--- config.mk ---
export PLATFORM = sky130hd
export DESIGN_NAME = graph_edge_table_engine
export DESIGN_NICKNAME = d
export VERILOG_FILES = /design/src/sv/gete_pkg.sv /design/src/sv/gete_front.sv /design/src/sv/gete_back.sv /design/src/sv/graph_edge_table_engine.sv
export SDC_FILE = /design/constraint.sdc
export NUM_CORES = 2
export LEC_CHECK = 0
export BUFFER_PORTS_ARGS = -buffer_cell sky130_fd_sc_hd__clkbuf_2
export CORE_MARGIN = 1.5
export CORE_UTILIZATION = 60
export CTS_BUF_LIST = sky130_fd_sc_hd__clkbuf_4
export DETAILED_ROUTE_END_ITERATION = 10
export GPL_TIMING_DRIVEN = 0
export PLACE_DENSITY = 0.74
export REMOVE_ABC_BUFFERS = 1
export SLEW_MARGIN = 15
export SYNTH_ARGS = -nofsm -noshare
export SYNTH_HDL_FRONTEND = slang
export SYNTH_SLANG_ARGS = --single-unit
--- constraint.sdc ---
create_clock -name clock -period 7.4 [get_ports clock]
set_input_delay 1.11 -clock clock [delete_from_list [all_inputs] [get_ports clock]]
set_output_delay 1.11 -clock clock [all_outputs]
set_load 0.1 [all_outputs]
--- src/sv/gete_pkg.sv ---
package gete_pkg;

   localparam int ENTRIES_DEF   = 64;
   localparam int KEY_BITS_DEF  = 16;
   localparam int KEY_PORT_BITS = 16;
   localparam int KIND_BITS     = 3;
   localparam int STATUS_BITS   = 2;
   localparam int COUNT_BITS    = 7;
   localparam int MAX_RESULTS   = 64;
   // power of two, so the queue pointers wrap on their own
   localparam int QUEUE_DEPTH   = 2;

   localparam logic [COUNT_BITS-1:0] COUNT_MAX = '1;

   localparam logic [KIND_BITS-1:0] KIND_ADD_NODE = 3'd0;
   localparam logic [KIND_BITS-1:0] KIND_ADD_EDGE = 3'd1;
   localparam logic [KIND_BITS-1:0] KIND_DEL_NODE = 3'd2;
   localparam logic [KIND_BITS-1:0] KIND_DEGREE   = 3'd3;
   localparam logic [KIND_BITS-1:0] KIND_EXISTS   = 3'd4;
   localparam logic [KIND_BITS-1:0] KIND_LIST     = 3'd5;

   localparam logic [STATUS_BITS-1:0] STATUS_OK   = 2'd0;
   localparam logic [STATUS_BITS-1:0] STATUS_DUP  = 2'd1;
   localparam logic [STATUS_BITS-1:0] STATUS_FULL = 2'd2;

   typedef enum logic [2:0] {
      OP_ADD_NODE,
      OP_ADD_EDGE,
      OP_DEL_NODE,
      OP_DEGREE,
      OP_EXISTS,
      OP_LIST,
      OP_NOP
   } op_type;

   typedef enum logic [2:0] {
      ST_CLEAR,
      ST_IDLE,
      ST_SCAN,
      ST_DRAIN,
      ST_DONE
   } state_type;

   typedef struct packed {
      op_type                   op;
      logic [KEY_PORT_BITS-1:0] src_key;
      logic [KEY_PORT_BITS-1:0] dest_key;
   } item_type;

   typedef struct packed {
      logic [STATUS_BITS-1:0]   status;
      logic                     found;
      logic [COUNT_BITS-1:0]    count;
      logic [KEY_PORT_BITS-1:0] edge_src;
      logic [KEY_PORT_BITS-1:0] edge_dest;
      logic                     last;
   } rsp_type;

endpackage

--- src/sv/gete_front.sv ---
module gete_front #(
   parameter int KEY_BITS = gete_pkg::KEY_BITS_DEF
) (
   input  logic                                 clock,
   input  logic                                 reset,
   input  logic                                 start,
   output logic                                 busy,
   input  logic [gete_pkg::KIND_BITS-1:0]       req_kind,
   input  logic [gete_pkg::KEY_PORT_BITS-1:0]   req_src_key,
   input  logic [gete_pkg::KEY_PORT_BITS-1:0]   req_dest_key,
   output logic                                 q_valid,
   output gete_pkg::item_type                   q_item,
   input  logic                                 q_pop
);

   localparam int PB = gete_pkg::KEY_PORT_BITS;
   localparam int KW = (KEY_BITS < PB) ? KEY_BITS : PB;
   localparam int QD = gete_pkg::QUEUE_DEPTH;
   localparam int PW = (QD > 1) ? $clog2(QD) : 1;
   localparam int CW = $clog2(QD + 1);
   localparam logic [PB-1:0] KEY_MASK = {PB{1'b1}} >> (PB - KW);

   gete_pkg::item_type item_in;
   gete_pkg::item_type q_ff [QD];
   logic [PW-1:0]      wr_ptr_ff, wr_ptr_in;
   logic [PW-1:0]      rd_ptr_ff, rd_ptr_in;
   logic [CW-1:0]      cnt_ff, cnt_in;
   logic               push;
   logic               pop;

   assign busy    = (cnt_ff == CW'(QD));
   assign q_valid = (cnt_ff != '0);
   assign q_item  = q_ff[rd_ptr_ff];
   assign push    = start & ~busy;
   assign pop     = q_pop & q_valid;

   // classify the request and trim keys to the compared width
   always_comb begin
      item_in.src_key  = req_src_key & KEY_MASK;
      item_in.dest_key = req_dest_key & KEY_MASK;
      unique case (req_kind)
         gete_pkg::KIND_ADD_NODE: item_in.op = gete_pkg::OP_ADD_NODE;
         gete_pkg::KIND_ADD_EDGE: item_in.op = gete_pkg::OP_ADD_EDGE;
         gete_pkg::KIND_DEL_NODE: item_in.op = gete_pkg::OP_DEL_NODE;
         gete_pkg::KIND_DEGREE:   item_in.op = gete_pkg::OP_DEGREE;
         gete_pkg::KIND_EXISTS:   item_in.op = gete_pkg::OP_EXISTS;
         gete_pkg::KIND_LIST:     item_in.op = gete_pkg::OP_LIST;
         default:                 item_in.op = gete_pkg::OP_NOP;
      endcase
   end

   always_comb begin
      wr_ptr_in = push ? wr_ptr_ff + PW'(1) : wr_ptr_ff;
      rd_ptr_in = pop ? rd_ptr_ff + PW'(1) : rd_ptr_ff;
      unique case ({push, pop})
         2'b10:   cnt_in = cnt_ff + CW'(1);
         2'b01:   cnt_in = cnt_ff - CW'(1);
         default: cnt_in = cnt_ff;
      endcase
   end

   always_ff @(posedge clock) begin
      if (reset) begin
         wr_ptr_ff <= '0;
         rd_ptr_ff <= '0;
         cnt_ff    <= '0;
      end else begin
         wr_ptr_ff <= wr_ptr_in;
         rd_ptr_ff <= rd_ptr_in;
         cnt_ff    <= cnt_in;
      end
   end

   always_ff @(posedge clock) begin
      if (push) begin
         q_ff[wr_ptr_ff] <= item_in;
      end
   end

endmodule

--- src/sv/gete_back.sv ---
module gete_back #(
   parameter int ENTRIES  = gete_pkg::ENTRIES_DEF,
   parameter int KEY_BITS = gete_pkg::KEY_BITS_DEF
) (
   input  logic               clock,
   input  logic               reset,
   input  logic               q_valid,
   input  gete_pkg::item_type q_item,
   output logic               q_pop,
   output logic               rsp_valid,
   output gete_pkg::rsp_type  rsp
);

   localparam int PB = gete_pkg::KEY_PORT_BITS;
   localparam int KW = (KEY_BITS < PB) ? KEY_BITS : PB;
   localparam int IW = $clog2(ENTRIES);
   localparam int WW = 2 + 2 * KW;
   localparam int LW = $clog2(gete_pkg::MAX_RESULTS + 1);
   localparam int CB = gete_pkg::COUNT_BITS;
   localparam logic [IW-1:0] LAST_IDX = IW'(ENTRIES - 1);

   // word layout: valid, has_dest, source key, target key
   logic [WW-1:0] mem [ENTRIES];
   logic          mem_we;
   logic [IW-1:0] mem_waddr;
   logic [WW-1:0] mem_wdata;
   logic [WW-1:0] rd_data_ff;

   gete_pkg::state_type state_ff, state_in;
   gete_pkg::item_type  cur_ff, cur_in;
   logic [IW-1:0]       idx_ff, idx_in;
   logic                chk_valid_ff, chk_valid_in;
   logic [IW-1:0]       chk_idx_ff, chk_idx_in;
   logic                free_found_ff, free_found_in;
   logic [IW-1:0]       free_idx_ff, free_idx_in;
   logic                dup_ff, dup_in;
   logic [CB-1:0]       cnt_ff, cnt_in;
   logic [LW-1:0]       list_n_ff, list_n_in;
   logic                pend_ff, pend_in;
   logic [KW-1:0]       pend_src_ff, pend_src_in;
   logic [KW-1:0]       pend_dest_ff, pend_dest_in;
   logic                rsp_valid_ff, rsp_valid_in;
   gete_pkg::rsp_type   rsp_ff, rsp_in;

   logic          e_v;
   logic          e_hd;
   logic [KW-1:0] e_src;
   logic [KW-1:0] e_dst;
   logic [KW-1:0] s_k;
   logic [KW-1:0] d_k;
   logic          src_m;
   logic          dst_m;
   logic          pair_m;

   assign e_v    = rd_data_ff[WW-1];
   assign e_hd   = rd_data_ff[WW-2];
   assign e_src  = rd_data_ff[2*KW-1:KW];
   assign e_dst  = rd_data_ff[KW-1:0];
   assign s_k    = cur_ff.src_key[KW-1:0];
   assign d_k    = cur_ff.dest_key[KW-1:0];
   assign src_m  = (e_src == s_k);
   assign dst_m  = (e_dst == s_k);
   assign pair_m = e_v & e_hd & src_m & (e_dst == d_k);

   assign rsp_valid = rsp_valid_ff;
   assign rsp       = rsp_ff;

   always_ff @(posedge clock) begin
      if (mem_we) begin
         mem[mem_waddr] <= mem_wdata;
      end
      rd_data_ff <= mem[idx_ff];
   end

   always_ff @(posedge clock) begin
      if (reset) begin
         state_ff     <= gete_pkg::ST_CLEAR;
         idx_ff       <= '0;
         chk_valid_ff <= 1'b0;
         rsp_valid_ff <= 1'b0;
      end else begin
         state_ff     <= state_in;
         idx_ff       <= idx_in;
         chk_valid_ff <= chk_valid_in;
         rsp_valid_ff <= rsp_valid_in;
      end
   end

   always_ff @(posedge clock) begin
      cur_ff        <= cur_in;
      chk_idx_ff    <= chk_idx_in;
      free_found_ff <= free_found_in;
      free_idx_ff   <= free_idx_in;
      dup_ff        <= dup_in;
      cnt_ff        <= cnt_in;
      list_n_ff     <= list_n_in;
      pend_ff       <= pend_in;
      pend_src_ff   <= pend_src_in;
      pend_dest_ff  <= pend_dest_in;
      rsp_ff        <= rsp_in;
   end

   always_comb begin
      state_in      = state_ff;
      cur_in        = cur_ff;
      idx_in        = idx_ff;
      chk_valid_in  = 1'b0;
      chk_idx_in    = idx_ff;
      free_found_in = free_found_ff;
      free_idx_in   = free_idx_ff;
      dup_in        = dup_ff;
      cnt_in        = cnt_ff;
      list_n_in     = list_n_ff;
      pend_in       = pend_ff;
      pend_src_in   = pend_src_ff;
      pend_dest_in  = pend_dest_ff;
      rsp_valid_in  = 1'b0;
      rsp_in        = '0;
      q_pop         = 1'b0;
      mem_we        = 1'b0;
      mem_waddr     = chk_idx_ff;
      mem_wdata     = {1'b0, rd_data_ff[WW-2:0]};

      unique case (state_ff)
         gete_pkg::ST_CLEAR: begin
            mem_we    = 1'b1;
            mem_waddr = idx_ff;
            mem_wdata = '0;
            idx_in    = idx_ff + IW'(1);
            if (idx_ff == LAST_IDX) begin
               idx_in   = '0;
               state_in = gete_pkg::ST_IDLE;
            end
         end
         gete_pkg::ST_IDLE: begin
            if (q_valid) begin
               q_pop         = 1'b1;
               cur_in        = q_item;
               idx_in        = '0;
               free_found_in = 1'b0;
               dup_in        = 1'b0;
               cnt_in        = '0;
               list_n_in     = '0;
               pend_in       = 1'b0;
               state_in      = gete_pkg::ST_SCAN;
            end
         end
         gete_pkg::ST_SCAN: begin
            chk_valid_in = 1'b1;
            chk_idx_in   = idx_ff;
            idx_in       = idx_ff + IW'(1);
            if (idx_ff == LAST_IDX) begin
               idx_in   = '0;
               state_in = gete_pkg::ST_DRAIN;
            end
         end
         gete_pkg::ST_DRAIN: begin
            state_in = gete_pkg::ST_DONE;
         end
         gete_pkg::ST_DONE: begin
            rsp_valid_in = 1'b1;
            rsp_in.last  = 1'b1;
            unique case (cur_ff.op)
               gete_pkg::OP_ADD_NODE: begin
                  if (free_found_ff) begin
                     mem_we        = 1'b1;
                     mem_waddr     = free_idx_ff;
                     mem_wdata     = {1'b1, 1'b0, s_k, {KW{1'b0}}};
                     rsp_in.status = gete_pkg::STATUS_OK;
                  end else begin
                     rsp_in.status = gete_pkg::STATUS_FULL;
                  end
               end
               gete_pkg::OP_ADD_EDGE: begin
                  if (dup_ff) begin
                     rsp_in.status = gete_pkg::STATUS_DUP;
                  end else if (free_found_ff) begin
                     mem_we        = 1'b1;
                     mem_waddr     = free_idx_ff;
                     mem_wdata     = {1'b1, 1'b1, s_k, d_k};
                     rsp_in.status = gete_pkg::STATUS_OK;
                  end else begin
                     rsp_in.status = gete_pkg::STATUS_FULL;
                  end
               end
               gete_pkg::OP_DEGREE: begin
                  rsp_in.count = cnt_ff;
               end
               gete_pkg::OP_EXISTS: begin
                  rsp_in.found = dup_ff;
               end
               gete_pkg::OP_LIST: begin
                  if (pend_ff) begin
                     rsp_in.found     = 1'b1;
                     rsp_in.edge_src  = PB'(pend_src_ff);
                     rsp_in.edge_dest = PB'(pend_dest_ff);
                  end
               end
               default: ;
            endcase
            state_in = gete_pkg::ST_IDLE;
         end
         default: begin
            state_in = gete_pkg::ST_IDLE;
         end
      endcase

      // one table entry per cycle, in slot order
      if (chk_valid_ff) begin
         if (!e_v && !free_found_ff) begin
            free_found_in = 1'b1;
            free_idx_in   = chk_idx_ff;
         end
         if (pair_m) begin
            dup_in = 1'b1;
         end
         unique case (cur_ff.op)
            gete_pkg::OP_DEL_NODE: begin
               if (e_v && (src_m || (e_hd && dst_m))) begin
                  mem_we = 1'b1;
               end
            end
            gete_pkg::OP_DEGREE: begin
               if (e_v && e_hd && src_m && (cnt_ff != gete_pkg::COUNT_MAX)) begin
                  cnt_in = cnt_ff + CB'(1);
               end
            end
            gete_pkg::OP_LIST: begin
               // hold one match back so the final one can carry the last mark
               if (e_v && e_hd && (src_m || dst_m) &&
                   (list_n_ff != LW'(gete_pkg::MAX_RESULTS))) begin
                  if (pend_ff) begin
                     rsp_valid_in     = 1'b1;
                     rsp_in.found     = 1'b1;
                     rsp_in.edge_src  = PB'(pend_src_ff);
                     rsp_in.edge_dest = PB'(pend_dest_ff);
                  end
                  pend_in      = 1'b1;
                  pend_src_in  = e_src;
                  pend_dest_in = e_dst;
                  list_n_in    = list_n_ff + LW'(1);
               end
            end
            default: ;
         endcase
      end
   end

endmodule

--- src/sv/graph_edge_table_engine.sv ---
// Directed-graph edge table. A request is taken when start is high and busy is low;
// busy rises only while the two-deep request queue is full. Every request scans the
// whole table once through an entry memory with one read port and one write port,
// one entry per cycle; the engine takes the next queued request only after the current
// one has given its final result. After reset a clearing pass writes every entry
// before the first request is worked; requests may be
// queued meanwhile. Results cannot be held off: each is on the rsp_ ports for one
// cycle, marked by rsp_valid. A listing sends its edges during the scan, one per
// match, and its final result with rsp_last set just after the scan ends; every
// other request gives one result right after its scan.
module graph_edge_table_engine #(
   parameter int ENTRIES  = gete_pkg::ENTRIES_DEF,
   parameter int KEY_BITS = gete_pkg::KEY_BITS_DEF
) (
   input  logic                                 clock,
   input  logic                                 reset,
   input  logic                                 start,
   output logic                                 busy,
   input  logic [gete_pkg::KIND_BITS-1:0]       req_kind,
   input  logic [gete_pkg::KEY_PORT_BITS-1:0]   req_src_key,
   input  logic [gete_pkg::KEY_PORT_BITS-1:0]   req_dest_key,
   output logic                                 rsp_valid,
   output logic [gete_pkg::STATUS_BITS-1:0]     rsp_status,
   output logic                                 rsp_found,
   output logic [gete_pkg::COUNT_BITS-1:0]      rsp_count,
   output logic [gete_pkg::KEY_PORT_BITS-1:0]   rsp_edge_src,
   output logic [gete_pkg::KEY_PORT_BITS-1:0]   rsp_edge_dest,
   output logic                                 rsp_last
);

   logic               q_valid;
   logic               q_pop;
   gete_pkg::item_type q_item;
   gete_pkg::rsp_type  rsp;

   gete_front #(
      .KEY_BITS (KEY_BITS)
   ) u_front (
      .clock        (clock),
      .reset        (reset),
      .start        (start),
      .busy         (busy),
      .req_kind     (req_kind),
      .req_src_key  (req_src_key),
      .req_dest_key (req_dest_key),
      .q_valid      (q_valid),
      .q_item       (q_item),
      .q_pop        (q_pop)
   );

   gete_back #(
      .ENTRIES  (ENTRIES),
      .KEY_BITS (KEY_BITS)
   ) u_back (
      .clock     (clock),
      .reset     (reset),
      .q_valid   (q_valid),
      .q_item    (q_item),
      .q_pop     (q_pop),
      .rsp_valid (rsp_valid),
      .rsp       (rsp)
   );

   assign rsp_status    = rsp.status;
   assign rsp_found     = rsp.found;
   assign rsp_count     = rsp.count;
   assign rsp_edge_src  = rsp.edge_src;
   assign rsp_edge_dest = rsp.edge_dest;
   assign rsp_last      = rsp.last;

endmodule

Word level (Yosys, flattened, before mapping)
Memory sizes are Yosys's and may differ from the RTL's. A register that Yosys moved wholly into a read port is not among the register bits.
Cells that the tools add are included.
W data, S select, Z words.
{"block": "totals", "regBits": 119, "ram_bits": 2246, "in_bits": 38, "output_inout_bits": 45, "elab_cells": 165, "mem_count": 2}
{"name": "u_back.mem", "words": 64, "width": 34, "read_ports": 1, "rd_ports_with_merged_regs": 1, "wr": 1, "line": "gete_back.sv:23", "text": "logic [WW-1:0] mem [ENTRIES];"}
{"name": "u_front.q_ff", "words": 2, "width": 35, "read_ports": 1, "rd_ports_with_merged_regs": 1, "wr": 1, "line": "gete_front.sv:24", "text": "gete_pkg::item_type q_ff [QD];"}
{"block": "classes", "n_addsub": 7, "eq_ne": 26, "mux": 77, "bitwise_logic": 6, "n_reduce_logical": 25}
{"operator": "$mux W32", "n": 6}
{"operator": "$pmux W34 S2", "n": 2}
{"operator": "$mux W34", "n": 3}
{"operator": "$mux W7", "n": 11}
{"operator": "$eq A16 B16 Y1", "n": 3}
{"operator": "$mux W41", "n": 1}
{"operator": "$pmux W6 S2", "n": 3}
{"operator": "$mux W1", "n": 35}
{"operator": "$mux W6", "n": 4}
{"operator": "$eq A3 B2 Y1 const B", "n": 6}
{"operator": "$pmux W3 S6", "n": 1}
{"operator": "$eq A3 B3 Y1 const B", "n": 5}
{"operator": "$add A7 B1 Y7 const B", "n": 2}
{"operator": "$ne A7 B7 Y1 const B", "n": 2}
{"operator": "$pmux W3 S4", "n": 1}
{"operator": "$eq A3 B1 Y1 const B", "n": 3}
{"operator": "$logic_not A3 Y1", "n": 3}
{"operator": "$mux W3", "n": 3}
{"operator": "$logic_and A1 B1 Y1", "n": 8}
{"operator": "$pmux W2 S2", "n": 2}
{"operator": "$reduce_and A2 Y1", "n": 4}
{"operator": "$add A6 B1 Y6 const B", "n": 1}
{"operator": "$eq A6 B6 Y1 const B", "n": 1}
{"operator": "$pmux W1 S2", "n": 3}
{"operator": "other kinds (15)", "n": 28}

Logic depth before layout (Yosys ltp)
{"block": "logic_depth", "word_depth": 9, "mapped_depth": 11, "mapped_depth_nobuf": 7}

Modules after synthesis
From an unflattened synthesis, not the netlist that was laid out.
{"block": "unflattened", "hier_cells": 4287, "hier_area_um2": 92587.5}
{"module": "gete_back", "instances": 1, "cells_each": 4149, "area_each_um2": 89829.9, "seq_area_each_um2": 69756.9}
{"module": "gete_front", "instances": 1, "cells_each": 138, "area_each_um2": 2757.6, "seq_area_each_um2": 2202.1}

Least setup slack after synthesis
OpenSTA, ideal clock, no wires.
{"block": "synth_timing", "kind": "reg-to-reg", "start": "register u_back.cur_ff (netlist bit u_back.s_k[9])", "end": "memory u_back.mem[21][0] (netlist bit), enable pin", "setup_ns": 0.511, "arrival_time_ns": 5.035, "required_ns": 6.889, "path_slack_ns": 1.854, "path_stages_with_launch": 8, "n_path_buf": 1, "synth_period_minus_slack_ns": 5.546, "path_cell_list": "edfxtp_1 > xor2_1 > nor4_1 > nand4_1 > o31ai_1 > nor2_1 > buf_4 > nor4_1"}
{"block": "synth_between", "elab_chain_len": 9, "word_cells_on_any_way": 10, "classes_between": "eq/ne: 2; mux: 5; reduce/logical: 3"}
{"element": "from (decl)", "line": "gete_back.sv:30", "text": "gete_pkg::item_type cur_ff, cur_in;"}
{"element": "from (signal assigned)", "line": "gete_back.sv:90", "text": "cur_ff <= cur_in;"}
{"element": "$eq A16 B16 Y1", "line": "gete_back.sv:62", "text": "assign dst_m = (e_dst == s_k);"}
{"element": "$logic_and A1 B1 Y1", "line": "gete_back.sv:219", "text": "if (e_v && (src_m || (e_hd && dst_m))) begin"}
{"element": "$logic_or A1 B1 Y1 (*)", "line": "gete_back.sv:219"}
{"element": "$logic_and A1 B1 Y1 (*)", "line": "gete_back.sv:219"}
{"element": "$mux W1 (*)", "line": "gete_back.sv:219"}
{"element": "$mux W1 (*)", "line": "gete_back.sv:217", "text": "unique case (cur_ff.op)"}
{"element": "$mux W1 (*)", "line": "gete_back.sv:209", "text": "if (chk_valid_ff) begin"}
{"element": "$mux W1 (*)", "line": "gete_back.sv:69", "text": "if (mem_we) begin"}
{"element": "$mux W1 (not written as such) (*)", "line": "gete_back.sv:70", "text": "mem[mem_waddr] <= mem_wdata;"}
{"element": "to (decl)", "line": "gete_back.sv:23"}
Every way passes the cells marked *; elsewhere a longest branch is shown, timed or not.

Final worst setup path
{"block": "layout_timing", "start": "register u_back.rd_data_ff[31] (read register of u_back.mem)", "end": "memory u_back.mem[50][9] (netlist bit), enable pin"}
{"block": "layout_between", "elab_chain_len": 8}
{"element": "from (decl)", "line": "gete_back.sv:27", "text": "logic [WW-1:0] rd_data_ff;"}
{"element": "$eq A16 B16 Y1", "line": "gete_back.sv:61", "text": "assign src_m = (e_src == s_k);"}
{"element": "$logic_or A1 B1 Y1", "line": "gete_back.sv:219"}
{"element": "$logic_and A1 B1 Y1", "line": "gete_back.sv:219"}
{"element": "$mux W1", "line": "gete_back.sv:219"}
{"element": "$mux W1", "line": "gete_back.sv:217"}
{"element": "$mux W1", "line": "gete_back.sv:209"}
{"element": "$mux W1", "line": "gete_back.sv:69"}
{"element": "$mux W1 (not written as such)", "line": "gete_back.sv:70"}
Every way passes these cells.

==> impl_metrics.env <==
export IMPL_status="finished, final reports clean"
export IMPL_crit_type="reg -> reg"
export IMPL_fin_area_sq_um=107000
export IMPL_tightest_slew_ns=1.32
export IMPL_wl_met2_microns=115000
export IMPL_wl_met1_microns=83800
export IMPL_cp_start_kind="flop"
export IMPL_seq_area_frac_synth=0.778
export IMPL_drive_gt1_frac=0.385
export IMPL_tritoncts="done"
export IMPL_h_tree_depth=6
export IMPL_dpl_hpwl_microns=160000
export IMPL_layout_area_overhead_vs_synth_pct=16.1
export IMPL_place_inst=6501
export IMPL_io_pin_count=83
export IMPL_period_minus_slack_ns=6.33
export IMPL_top_layer="met5"
export IMPL_synth_seq_cells=2434
export IMPL_initial_utilization=0.607
export IMPL_die_area_sq_um=157000
export IMPL_power_density_nw_per_um2=258
export IMPL_setup_viol=0
export IMPL_hold_slack_ns=0.114
export IMPL_syn_area_sq_um=92500
export IMPL_numCtsBuffers=598
export IMPL_min_path_type="in -> reg"
export IMPL_die_w_microns=396
export IMPL_drv_cap=0
export IMPL_clock_latency_ns=1.37
export IMPL_synth_edf_count=2319
export IMPL_end_kind="flop"
export IMPL_fin_skew_ns=0.120
export IMPL_cp_arrival_ns=7.29
export IMPL_netlist_area_leader_share=0.753
export IMPL_yosys_area_top_type="edfxtp_1"
export IMPL_fmax_ghz=0.158
export IMPL_multi_input_area_sq_um=19600
export IMPL_grt_pass1_vias=50982
export IMPL_synth_area_leaders="edfxtp_1, mux4_2, dfxtp_1"
export IMPL_avgSynthCellArea_sq_um=21.9
export IMPL_num_vias=50032
export IMPL_p_leak_nw=34.0
export IMPL_synth_cells=4227
export IMPL_critPathMaxFanout=20
export IMPL_die_h_microns=396
export IMPL_antenna_found_initial=18
export IMPL_clk_pin_slew_worst_paths_ns=0.07
export IMPL_portBuffers=82
export IMPL_nets=5141
export IMPL_cts_sinks=2434
export IMPL_detail_route_wirelength_microns=243000
export IMPL_place_congestion=0.918
export IMPL_wl_met3_microns=32300
export IMPL_ys_warnings_count=0
export IMPL_fillers=8823
export IMPL_setup_tns_ns=0
export IMPL_cts_root_buf="clkbuf_4"
export IMPL_row_count=143
export IMPL_grt_usage=0.313
export IMPL_timing_final_crit_share=0.855
export IMPL_gr_total_overflow=0
export IMPL_drc=0
export IMPL_first_pass_iters=6
export IMPL_grt_max_degree=65
export IMPL_required_ns=8.36
export IMPL_place_area_sq_um=99700
export IMPL_avgRoutedWirePerCell_microns=32.1
export IMPL_grt_pass1_wl_microns=346000
export IMPL_drv_slew=0
export IMPL_first_iter_violations=7123
export IMPL_slew_headroom=0.111
export IMPL_ys_types=67
export IMPL_synth_async_reset_ratio=0
export IMPL_layout_area_seq_sq_um=72000
export IMPL_cts_buffer_depth=4
export IMPL_coreArea_sq_um=152000
export IMPL_ys_flop_type="edfxtp_1"
export IMPL_ir_drop_v=0.000193
export IMPL_rsz0062_at_grt="no"
export IMPL_viasPerCell=6.62
export IMPL_hold_viol=0
export IMPL_drtAntennaViolNets=0
export IMPL_final_cells=7553
[cells in the final DEF, fill, tap and decap left out, types with 17 or more instances in the layout]
cell type      instances
edfxtp_1            2319
dfxtp_1              108
nor3_2                34
a22o_2                32
and2_1                47
buf_2                 46
clkbuf_2              82
buf_4                162
clkbuf_4             876
buf_8                 37
mux4_2               541
buf_6                 51
nand3_1               25
nand2b_1              19
clkinv_1             105
a21oi_1               58
inv_2                 17
buf_16                59
dlygate4sd3_1         27
a22oi_1               84
nand2_1               53
xnor2_1               20
nor3_1                26
mux2_2                49
nor2_1                77
o22ai_1               99
xor2_1                36
a211oi_1              18
o221ai_1              24
buf_12                45
mux2i_1               60
[worst max-delay path, cell delays in order, from the launching register on]
cell and delay, ns:
dfxtp_1 0.57, xor2_1 0.30, nor4_1 0.82, nand4_1 0.51
o31ai_1 0.82, nor2_4 0.30, buf_12 0.27, buf_16 0.19
nor4_2 0.73, buf_4 0.30, buf_4 0.19, buf_2 0.22
buf_2 0.23, buf_2 0.22, buf_2 0.22
[metrics by stage]
step                setup WS (ns)  utilization  power, mW
floorplan                  -16.39            -       17.3
global placement           -30.69        0.617       18.3
detailed placement           1.68        0.654       17.1
CTS                          1.52        0.704       27.8
global route                 1.26        0.704       28.6
finish                       1.07        0.704       27.7
[flip-flops by register name, summed over array words and instances (netlist names), 2 cells and up]
signal / count
u_back.mem: 2176
u_front.q_ff: 70
u_back.rsp: 43
u_back.rd_data_ff: 34
u_back.d_k: 16
u_back.pend_dest_ff: 16
u_back.pend_src_ff: 16
u_back.s_k: 16
u_back.cnt_ff: 7
u_back.list_n_ff: 7
u_back.chk_idx_ff: 6
u_back.chk_idx_in: 6
u_back.free_idx_ff: 6
u_back.cur_ff: 3
u_back.state_ff: 3
u_front.cnt_ff: 2
[synthesized netlist by cell type, drive strengths merged, types with 13 or more instances]
cell	number
o221ai	24
o22a	14
or4	13
nor3	74
a22o	35
a21o	13
o22ai	100
a21oi	59
a22oi	84
o21ai	23
mux2i	60
nand2	54
edfxtp	2319
xnor2	20
clkbuf	84
xor2	36
dfxtp	115
mux2	49
nor2	90
mux4	541
and2	48
a211oi	19
nor4	23
nand3	25
nand2b	22
buf	154
[timing repair]
item	4_1_cts	5_1_grt
buffers inserted	0	0
hold buffers	27	0
endpoints found under the hold margin	54	0
resized for setup	0	0
[worst paths after layout]
path	startpoint	end	slack, ns	cells past startpoint
worst max register to register	u_back.rd_data_ff[31]	u_back.mem[50][9]	1.07	14
worst min-delay path	req_src_key[2]	u_front.q_ff[0][18]	0.11	1
worst max-delay path	u_back.rd_data_ff[31]	u_back.mem[50][9]	1.07	14
worst min register to register	u_back.pend_src_ff[14]	u_back.rsp[31]	0.42	1
[report_power, final]
| group | leakage [nW] | total, mW | internal (mW) | switching [mW] |
|---|---|---|---|---|
| clock network | 4.44 | 10.9 | 5.75 | 5.16 |
| registers | 21.1 | 15.2 | 15.0 | 0.190 |
| logic | 8.39 | 1.58 | 0.743 | 0.842 |
| total | 33.9 | 27.7 | 21.5 | 6.19 |
[final cells by class]
cell class,instances,share of cell area
antenna,10,0.000233
clock buffer,876,0.0613
clock inverter,139,0.00745
inverter,10,0.000350
multi-input combinational,1545,0.183
sequential,2434,0.670
tap,2030,0.0237
timing repair buffer,509,0.0539
[cell families (layout without fill, tap and decap cells)]
family | Yosys count | after routing | share of synthesized area
other | 0 | 10 | 0
adder cells (fa/ha/maj) | 5 | 5 | 0.000676
AO/OA/AOI/OAI | 425 | 425 | 0.0324
buffers and inverters | 248 | 1534 | 0.0156
XOR/XNOR | 56 | 56 | 0.00530
AND/OR/NAND/NOR | 409 | 409 | 0.0241
flip-flops | 2434 | 2434 | 0.778
multiplexers | 650 | 650 | 0.144
[routing by layer]
metal	vias to the layer above	global-route usage
met5	-	0
met4	8	0.152
met3	633	0.0936
met2	3859	0.476
met1	25548	0.419
li1	19984	-
(Power assumes the default switching activity.)
